[src/hdl/fps_pkg.sv]
// Shared types and character constants for the format string printer.
`timescale 1ns / 1ps
`default_nettype none

package fps_pkg;

  localparam logic [7:0] CharNul     = 8'h00;
  localparam logic [7:0] CharPercent = 8'h25;
  localparam logic [7:0] CharD       = 8'h64;
  localparam logic [7:0] CharX       = 8'h78;
  localparam logic [7:0] CharMinus   = 8'h2d;
  localparam logic [7:0] CharZero    = 8'h30;
  localparam logic [7:0] CharA       = 8'h61;

  localparam int unsigned NumDigits = 10;
  localparam int unsigned ArgWidth  = 32;

  localparam logic [3:0] DigCount = 4'd10;
  localparam logic [3:0] DecBase  = 4'd10;
  localparam logic [4:0] BitLast  = 5'd31;
  localparam int unsigned SignBit = 31;

  typedef struct packed {
    logic [7:0]  format_char;
    logic [31:0] argument;
  } fps_in_t;

  typedef struct packed {
    logic [7:0] out_char;
    logic       last_of_run;
  } fps_out_t;

  typedef struct packed {
    logic load_dec;
    logic load_hex;
    logic load_chr;
    logic dabble;
    logic shift;
    logic emit_sign;
    logic emit_dig;
    logic emit_chr;
  } fps_cmd_t;

  typedef struct packed {
    logic top_zero;
    logic cnt_one;
    logic neg;
    logic bits_done;
    logic out_free;
  } fps_sts_t;

endpackage

`default_nettype wire

[src/hdl/format_string_printer.sv]
// Top level of the format string printer: controller plus datapath.
//
// Input channel (in_valid_i/in_ready_o/in_i) carries one format byte and
// a 32-bit argument per transfer. Output channel (out_valid_o/out_ready_i/
// out_o) carries one character per transfer; last_of_run marks the final
// character caused by an input byte. A '%' or an unknown directive byte
// produces no output transfer.
// With an idle receiver: a plain byte or the terminator passes through a
// character register into the output register. A %x directive skips
// leading zero nibbles one at a time (at most 9), makes a decision step,
// then emits one character per cycle. A %d directive first shifts all 32
// argument bits through the shift-and-add-3 BCD converter, then skips
// leading zeros and emits the sign and digits one per cycle.
// One input byte is worked on at a time; the next is taken once the last
// character of the run sits in the output register.
// Reset clears the pending-directive flag and the output valid.
// When the receiver stalls, the output register holds its character and
// the sequence waits.
`timescale 1ns / 1ps
`default_nettype none

module format_string_printer (
  input  wire logic              clk_i,
  input  wire logic              rst_ni,
  input  wire logic              in_valid_i,
  output logic                   in_ready_o,
  input  wire fps_pkg::fps_in_t  in_i,
  output logic                   out_valid_o,
  input  wire logic              out_ready_i,
  output fps_pkg::fps_out_t      out_o
);
  import fps_pkg::*;

  fps_cmd_t cmd;
  fps_sts_t sts;

  fps_ctrl u_ctrl (
    .clk_i         (clk_i),
    .rst_ni        (rst_ni),
    .in_valid_i    (in_valid_i),
    .in_ready_o    (in_ready_o),
    .format_char_i (in_i.format_char),
    .sts_i         (sts),
    .cmd_o         (cmd)
  );

  fps_dp u_dp (
    .clk_i       (clk_i),
    .rst_ni      (rst_ni),
    .in_i        (in_i),
    .cmd_i       (cmd),
    .sts_o       (sts),
    .out_o       (out_o),
    .out_valid_o (out_valid_o),
    .out_ready_i (out_ready_i)
  );

endmodule

`default_nettype wire

[src/hdl/fps_dp.sv]
// Datapath: binary to BCD converter, digit shifter and output register.
`timescale 1ns / 1ps
`default_nettype none

module fps_dp (
  input  wire logic             clk_i,
  input  wire logic             rst_ni,
  input  wire fps_pkg::fps_in_t in_i,
  input  wire fps_pkg::fps_cmd_t cmd_i,
  output fps_pkg::fps_sts_t     sts_o,
  output fps_pkg::fps_out_t     out_o,
  output logic                  out_valid_o,
  input  wire logic             out_ready_i
);
  import fps_pkg::*;

  logic [4*NumDigits-1:0] bcd_q, bcd_d, bcd_adj;
  logic [ArgWidth-1:0]    bin_q, bin_d, mag;
  logic [7:0]             chr_q, chr_d;
  logic                   neg_q, neg_d;
  logic [3:0]             cnt_q, cnt_d;
  logic [4:0]             bit_cnt_q, bit_cnt_d;
  fps_out_t               out_q, out_d;
  logic                   out_valid_q, out_valid_d;
  logic [3:0]             top_dig;
  logic [7:0]             dig_chr;
  logic                   out_free;

  assign mag = in_i.argument[SignBit] ? (~in_i.argument + 32'd1) : in_i.argument;

  always_comb begin
    for (int i = 0; i < NumDigits; i++) begin
      if (bcd_q[4*i +: 4] >= 4'd5) begin
        bcd_adj[4*i +: 4] = bcd_q[4*i +: 4] + 4'd3;
      end else begin
        bcd_adj[4*i +: 4] = bcd_q[4*i +: 4];
      end
    end
  end

  assign top_dig = bcd_q[4*NumDigits-1 -: 4];
  assign dig_chr = (top_dig < DecBase) ? (CharZero + {4'b0, top_dig})
                                       : (CharA + {4'b0, top_dig} - {4'b0, DecBase});
  assign out_free = !out_valid_q || out_ready_i;

  always_comb begin
    bcd_d       = bcd_q;
    bin_d       = bin_q;
    chr_d       = chr_q;
    neg_d       = neg_q;
    cnt_d       = cnt_q;
    bit_cnt_d   = bit_cnt_q;
    out_d       = out_q;
    out_valid_d = out_valid_q && !out_ready_i;
    if (cmd_i.load_dec) begin
      bcd_d     = '0;
      bin_d     = mag;
      neg_d     = in_i.argument[SignBit];
      cnt_d     = DigCount;
      bit_cnt_d = '0;
    end
    if (cmd_i.load_hex) begin
      bcd_d = {{(4*NumDigits-ArgWidth){1'b0}}, in_i.argument};
      neg_d = 1'b0;
      cnt_d = DigCount;
    end
    if (cmd_i.load_chr) begin
      chr_d = in_i.format_char;
    end
    if (cmd_i.dabble) begin
      bcd_d     = {bcd_adj[4*NumDigits-2:0], bin_q[ArgWidth-1]};
      bin_d     = {bin_q[ArgWidth-2:0], 1'b0};
      bit_cnt_d = bit_cnt_q + 5'd1;
    end
    if (cmd_i.shift) begin
      bcd_d = {bcd_q[4*NumDigits-5:0], 4'h0};
      cnt_d = cnt_q - 4'd1;
    end
    if (cmd_i.emit_sign) begin
      out_d       = '{out_char: CharMinus, last_of_run: 1'b0};
      out_valid_d = 1'b1;
    end
    if (cmd_i.emit_dig) begin
      out_d       = '{out_char: dig_chr, last_of_run: (cnt_q == 4'd1)};
      out_valid_d = 1'b1;
    end
    if (cmd_i.emit_chr) begin
      out_d       = '{out_char: chr_q, last_of_run: 1'b1};
      out_valid_d = 1'b1;
    end
  end

  always_ff @(posedge clk_i or negedge rst_ni) begin
    if (!rst_ni) begin
      out_valid_q <= 1'b0;
      cnt_q       <= '0;
      bit_cnt_q   <= '0;
    end else begin
      out_valid_q <= out_valid_d;
      cnt_q       <= cnt_d;
      bit_cnt_q   <= bit_cnt_d;
    end
  end

  always_ff @(posedge clk_i) begin
    bcd_q <= bcd_d;
    bin_q <= bin_d;
    chr_q <= chr_d;
    neg_q <= neg_d;
    out_q <= out_d;
  end

  assign sts_o.top_zero  = (top_dig == 4'h0);
  assign sts_o.cnt_one   = (cnt_q == 4'd1);
  assign sts_o.neg       = neg_q;
  assign sts_o.bits_done = (bit_cnt_q == BitLast);
  assign sts_o.out_free  = out_free;
  assign out_o           = out_q;
  assign out_valid_o     = out_valid_q;

  a_cnt_range: assert property (@(posedge clk_i) disable iff (!rst_ni)
    cnt_q <= DigCount) else $error("digit count out of range");

endmodule

`default_nettype wire

[src/hdl/fps_ctrl.sv]
// Controller: decodes format bytes and sequences conversion and emission.
`timescale 1ns / 1ps
`default_nettype none

module fps_ctrl (
  input  wire logic              clk_i,
  input  wire logic              rst_ni,
  input  wire logic              in_valid_i,
  output logic                   in_ready_o,
  input  wire logic [7:0]        format_char_i,
  input  wire fps_pkg::fps_sts_t sts_i,
  output fps_pkg::fps_cmd_t      cmd_o
);
  import fps_pkg::*;

  typedef enum logic [5:0] {
    StIdle    = 6'b000001,
    StDabble  = 6'b000010,
    StSkip    = 6'b000100,
    StSign    = 6'b001000,
    StDigit   = 6'b010000,
    StChar    = 6'b100000
  } state_e;

  state_e state_q, state_d;
  logic   pending_q, pending_d;
  logic   accept;

  assign in_ready_o = (state_q == StIdle);
  assign accept     = in_valid_i && in_ready_o;

  always_comb begin
    state_d   = state_q;
    pending_d = pending_q;
    cmd_o     = '0;
    case (state_q)
      StIdle: begin
        if (accept) begin
          if (format_char_i == CharNul) begin
            pending_d      = 1'b0;
            cmd_o.load_chr = 1'b1;
            state_d        = StChar;
          end else if (pending_q) begin
            pending_d = 1'b0;
            if (format_char_i == CharD) begin
              cmd_o.load_dec = 1'b1;
              state_d        = StDabble;
            end else if (format_char_i == CharX) begin
              cmd_o.load_hex = 1'b1;
              state_d        = StSkip;
            end
          end else if (format_char_i == CharPercent) begin
            pending_d = 1'b1;
          end else begin
            cmd_o.load_chr = 1'b1;
            state_d        = StChar;
          end
        end
      end
      StDabble: begin
        cmd_o.dabble = 1'b1;
        if (sts_i.bits_done) begin
          state_d = StSkip;
        end
      end
      StSkip: begin
        if (sts_i.top_zero && !sts_i.cnt_one) begin
          cmd_o.shift = 1'b1;
        end else if (sts_i.neg) begin
          state_d = StSign;
        end else begin
          state_d = StDigit;
        end
      end
      StSign: begin
        if (sts_i.out_free) begin
          cmd_o.emit_sign = 1'b1;
          state_d         = StDigit;
        end
      end
      StDigit: begin
        if (sts_i.out_free) begin
          cmd_o.emit_dig = 1'b1;
          cmd_o.shift    = 1'b1;
          if (sts_i.cnt_one) begin
            state_d = StIdle;
          end
        end
      end
      StChar: begin
        if (sts_i.out_free) begin
          cmd_o.emit_chr = 1'b1;
          state_d        = StIdle;
        end
      end
      default: begin
        state_d = StIdle;
      end
    endcase
  end

  always_ff @(posedge clk_i or negedge rst_ni) begin
    if (!rst_ni) begin
      state_q   <= StIdle;
      pending_q <= 1'b0;
    end else begin
      state_q   <= state_d;
      pending_q <= pending_d;
    end
  end

  a_last_digit_ends: assert property (@(posedge clk_i) disable iff (!rst_ni)
    (state_q == StDigit && sts_i.out_free && sts_i.cnt_one) |=> state_q == StIdle)
    else $error("run did not end after its last digit");

  a_dabble_holds: assert property (@(posedge clk_i) disable iff (!rst_ni)
    (state_q == StDabble && !sts_i.bits_done) |=> state_q == StDabble)
    else $error("conversion left early");

  a_pending_source: assert property (@(posedge clk_i) disable iff (!rst_ni)
    $rose(pending_q) |-> $past(accept && format_char_i == CharPercent))
    else $error("directive flag set without a percent byte");

  a_no_emit_while_busy: assert property (@(posedge clk_i) disable iff (!rst_ni)
    (cmd_o.emit_sign || cmd_o.emit_dig || cmd_o.emit_chr) |-> sts_i.out_free)
    else $error("output register overwritten");

endmodule

`default_nettype wire
[config.mk]
export PLATFORM = sky130hd
export DESIGN_NAME = format_string_printer
export DESIGN_NICKNAME = d
export VERILOG_FILES = /design/src/hdl/fps_pkg.sv /design/src/hdl/format_string_printer.sv /design/src/hdl/fps_dp.sv /design/src/hdl/fps_ctrl.sv
export SDC_FILE = /design/constraint.sdc
export NUM_CORES = 1
export LEC_CHECK = 0
export BUFFER_PORTS_ARGS = -buffer_cell sky130_fd_sc_hd__buf_4
export CAP_MARGIN = 25
export CORE_MARGIN = 1.5
export CORE_UTILIZATION = 62
export CTS_BUF_LIST = sky130_fd_sc_hd__clkbuf_4 sky130_fd_sc_hd__clkbuf_8
export CTS_CLUSTER_DIAMETER = 30
export DETAILED_ROUTE_END_ITERATION = 16
export MAX_ROUTING_LAYER = met4
export PLACE_DENSITY_LB_ADDON = 0.3
export SYNTH_ARGS = -nofsm -noshare
export SYNTH_HDL_FRONTEND = slang
export SYNTH_SLANG_ARGS = --single-unit
[constraint.sdc]
create_clock -name clk_i -period 3.6 [get_ports clk_i]
set_input_delay 0.36 -clock clk_i [delete_from_list [all_inputs] [get_ports clk_i]]
set_output_delay 0.36 -clock clk_i [all_outputs]
set_load 0.05 [all_outputs]
==> flow_summary.json <==
{
  "setup_viol": 0,
  "yosys.area.top_type": "edfxtp_1",
  "synth_area_leaders": "edfxtp_1 (38%), dfrtp_1 (6.1%), o21ai_0 (4.8%)",
  "via_count": 5297,
  "vias_per_cell": 6.34,
  "wl_met1_um": 6310,
  "path_class": "reg -> reg",
  "cp.required_ns": 3.86,
  "final_common_cell": "edfxtp_1",
  "top_layer_used": "met4",
  "synth_ff_type": "edfxtp_1",
  "place.gp.congestion": 0.906,
  "grt_antenna_before_repair": 0,
  "synth_cell_types": 69,
  "first_iter_violations": 481,
  "p_per_area_nw_per_um2": 355,
  "crit_path_frequent_cell": "mux2i_1",
  "cts.path.max_buffers": 2,
  "hold_depth": 1,
  "layout_common_cells": "edfxtp_1 (83), nand2_1 (76), buf_4 (64)",
  "hold_path_end": "u_dp.chr_q[1]",
  "avgSynthCellArea_um2": 10.1,
  "dpl.hpwl_um": 10400,
  "chipHeight_um": 105,
  "wl_per_cell_um": 17.7,
  "rows": 37,
  "tritoncts": "done",
  "antenna_cells": 0,
  "cts_max_level": 3,
  "wl_met3_um": 762,
  "p_leak_nw": 2.61,
  "peakVddDrop_uv": 203,
  "syn2layout_area_growth_pct": 11.1,
  "core_area_um2": 10300,
  "drtAntennaViolNets": 0,
  "cap_violations": 0,
  "path_clk_slew_ns": 0.11,
  "syn_area_um2": 6510,
  "min_period_ns": 2.76,
  "yosysWarnings": 0,
  "hold_viol_final": 0,
  "wirelength_um": 14800,
  "rsz0062_at_grt": "no",
  "die_x_um": 105,
  "reg2regPathDepth": 7,
  "start_util_pct": 63.4,
  "ys_seq_area_share_pct": 47.0,
  "cp_slowest_cell": "nand2_2",
  "critical_path.max_stage_delay_ns": 0.76,
  "grt_max_degree": 46,
  "wl_met2_um": 7490,
  "nets": 764,
  "reg2reg_slack_ns": 0.84,
  "holdWs_ns": 0.193,
  "die_area_um2": 11100,
  "synth_fp_nets": 714,
  "post_cts_buffers": 0,
  "max_slew_margin_pct": 41.0,
  "r2r_start": "u_dp.bcd_q[37]",
  "io_pins": 55,
  "synth_edf_count": 83,
  "skew_ns": 0.0127,
  "grt_pass1_vias": 5045,
  "yosys.area.top_type_share_pct": 38.3,
  "syn_inst": 645,
  "crit_chain": "inv_1, ha_1, nor3b_1, nand4_1, nand2_2, mux2i_1, mux2i_1",
  "hp-class": "in -> reg",
  "fin_setup_tns_ns": 0,
  "worstReg2RegEnd": "u_dp.cnt_q[2]",
  "worst_pin_slew_ns": 0.882,
  "crit_arrival_ns": 3.02,
  "crit_family": "simple AND/OR/NAND/NOR gates",
  "clk_latency_ns": 0.37,
  "slew_violations": 0,
  "final_layout_size_suffix_gt1_share_pct": 15.4,
  "port_buffers": 54,
  "grt_use_total_pct": 27.7,
  "synth-seq-cells": 107,
  "status": "complete, no violations",
  "drtPass1Iterations": 8,
  "cp_max_fo": 45,
  "overflow": 0,
  "worstPathBufferInverterCount": 1,
  "end_kind": "flip-flop",
  "finalCritPeriodShare_pct": 76.8,
  "cts_made_buffers": 9,
  "grt_pass1_wl_um": 24100,
  "power_mw": 2.57,
  "startpoint_type": "flip-flop",
  "hold_start": "in_i[33]",
  "drc": 0,
  "cts_root_buf": "clkbuf_8",
  "fmax_mhz": 362,
  "async_flop_share_pct": 15.9,
  "cts.sink_count": 107
}
## final cells by class
cell class	count	area (µm²)
Clock inverter	7	60.1
Clock buffer	9	124
Sequential cell	107	3060
Fill cell	806	3040
Timing Repair Buffer	65	490
Tap cell	136	170
Multi-Input combinational cell	481	3210
Inverter	31	116
## worst reg2reg max path, stage by stage (launching register included)
cell and delay [ns]:
edfxtp_1 0.50, inv_1 0.14, ha_1 0.30, nor3b_1 0.28, nand4_1 0.29, nand2_2 0.76, mux2i_1 0.29, mux2i_1 0.10
## cell families after synthesis
group           synth area share, %
compound gates                 18.5
xor+xnor                       5.78
fa+ha+maj                      4.80
buf+inv                        3.77
flops                          47.0
mux                            2.21
simple gates                   17.9
## synthesized netlist by cell type (all sizes together), types with 10 or more instances
| library cell | number |
|---|---|
| buf | 10 |
| edfxtp | 83 |
| nand3 | 15 |
| inv | 31 |
| a221o | 14 |
| nand2 | 77 |
| clkbuf | 16 |
| a22oi | 16 |
| dfrtp | 16 |
| o31ai | 10 |
| xnor2 | 14 |
| nor3b | 24 |
| o21ai | 69 |
| ha | 25 |
| nand2b | 12 |
| a21oi | 39 |
| xor2 | 29 |
| nor2 | 32 |
| mux2i | 11 |
## power by group
group          leakage (nW)  internal (mW)  switching (mW)  total, mW
clock network        0.0961          0.264           0.437      0.702
logic                  1.56          0.158           0.281      0.439
registers             0.960           1.39          0.0419       1.43
total                  2.61           1.81           0.760       2.57
## layer usage
metal  track usage [%]  vias to the layer above
met2              47.0                      207
met1              35.2                     2561
met3              3.90                       25
li1                  -                     2504
met4              7.05                        0
met5                 -                        -
## registers in the layout, summed over array words and instances, names as in the netlist
signal,flops
u_dp.bit_cnt_q,5
u_dp.chr_q,8
u_dp.out_o,9
u_dp.out_valid_o,1
u_ctrl.pending_q,1
u_dp.cnt_q,4
u_ctrl.state_q,6
u_dp.bcd_q,40
u_dp.neg_q,1
u_dp.bin_q,32
## metrics by stage
step           setup WS [ns]  area (µm²)  utilization [%]  std cells
6_report               0.836        7230             70.4        836
4_1_cts                0.875        7230             70.4        836
5_1_grt                0.642        7230             70.4        836
3_5_place_dp           0.926        7040             68.5        819
2_1_floorplan          0.372        6510                -        645
3_3_place_gp            1.03        7040             68.5        819
## worst max-delay path by stage
| stage | start | to | depth (start not counted) |
|---|---|---|---|
| 2_1_floorplan | in_i[33] | u_dp.bcd_q[10] | 4 |
| 6_report | u_dp.bcd_q[37] | u_dp.cnt_q[2] | 7 |
| 5_1_grt | u_dp.bcd_q[37] | u_dp.bcd_q[23] | 7 |
| 4_1_cts | u_dp.bcd_q[37] | u_dp.cnt_q[2] | 7 |
| 3_5_place_dp | u_dp.bcd_q[37] | u_dp.cnt_q[2] | 7 |
| 3_3_place_gp | u_dp.cnt_q[1] | u_dp.bcd_q[13] | 6 |
## timing repair
item / CTS / global route
hold buffers: 1 / 0
endpoints found under the hold margin: 16 / 0
gates resized for setup: 0 / 0
(Power assumes the default switching activity.)
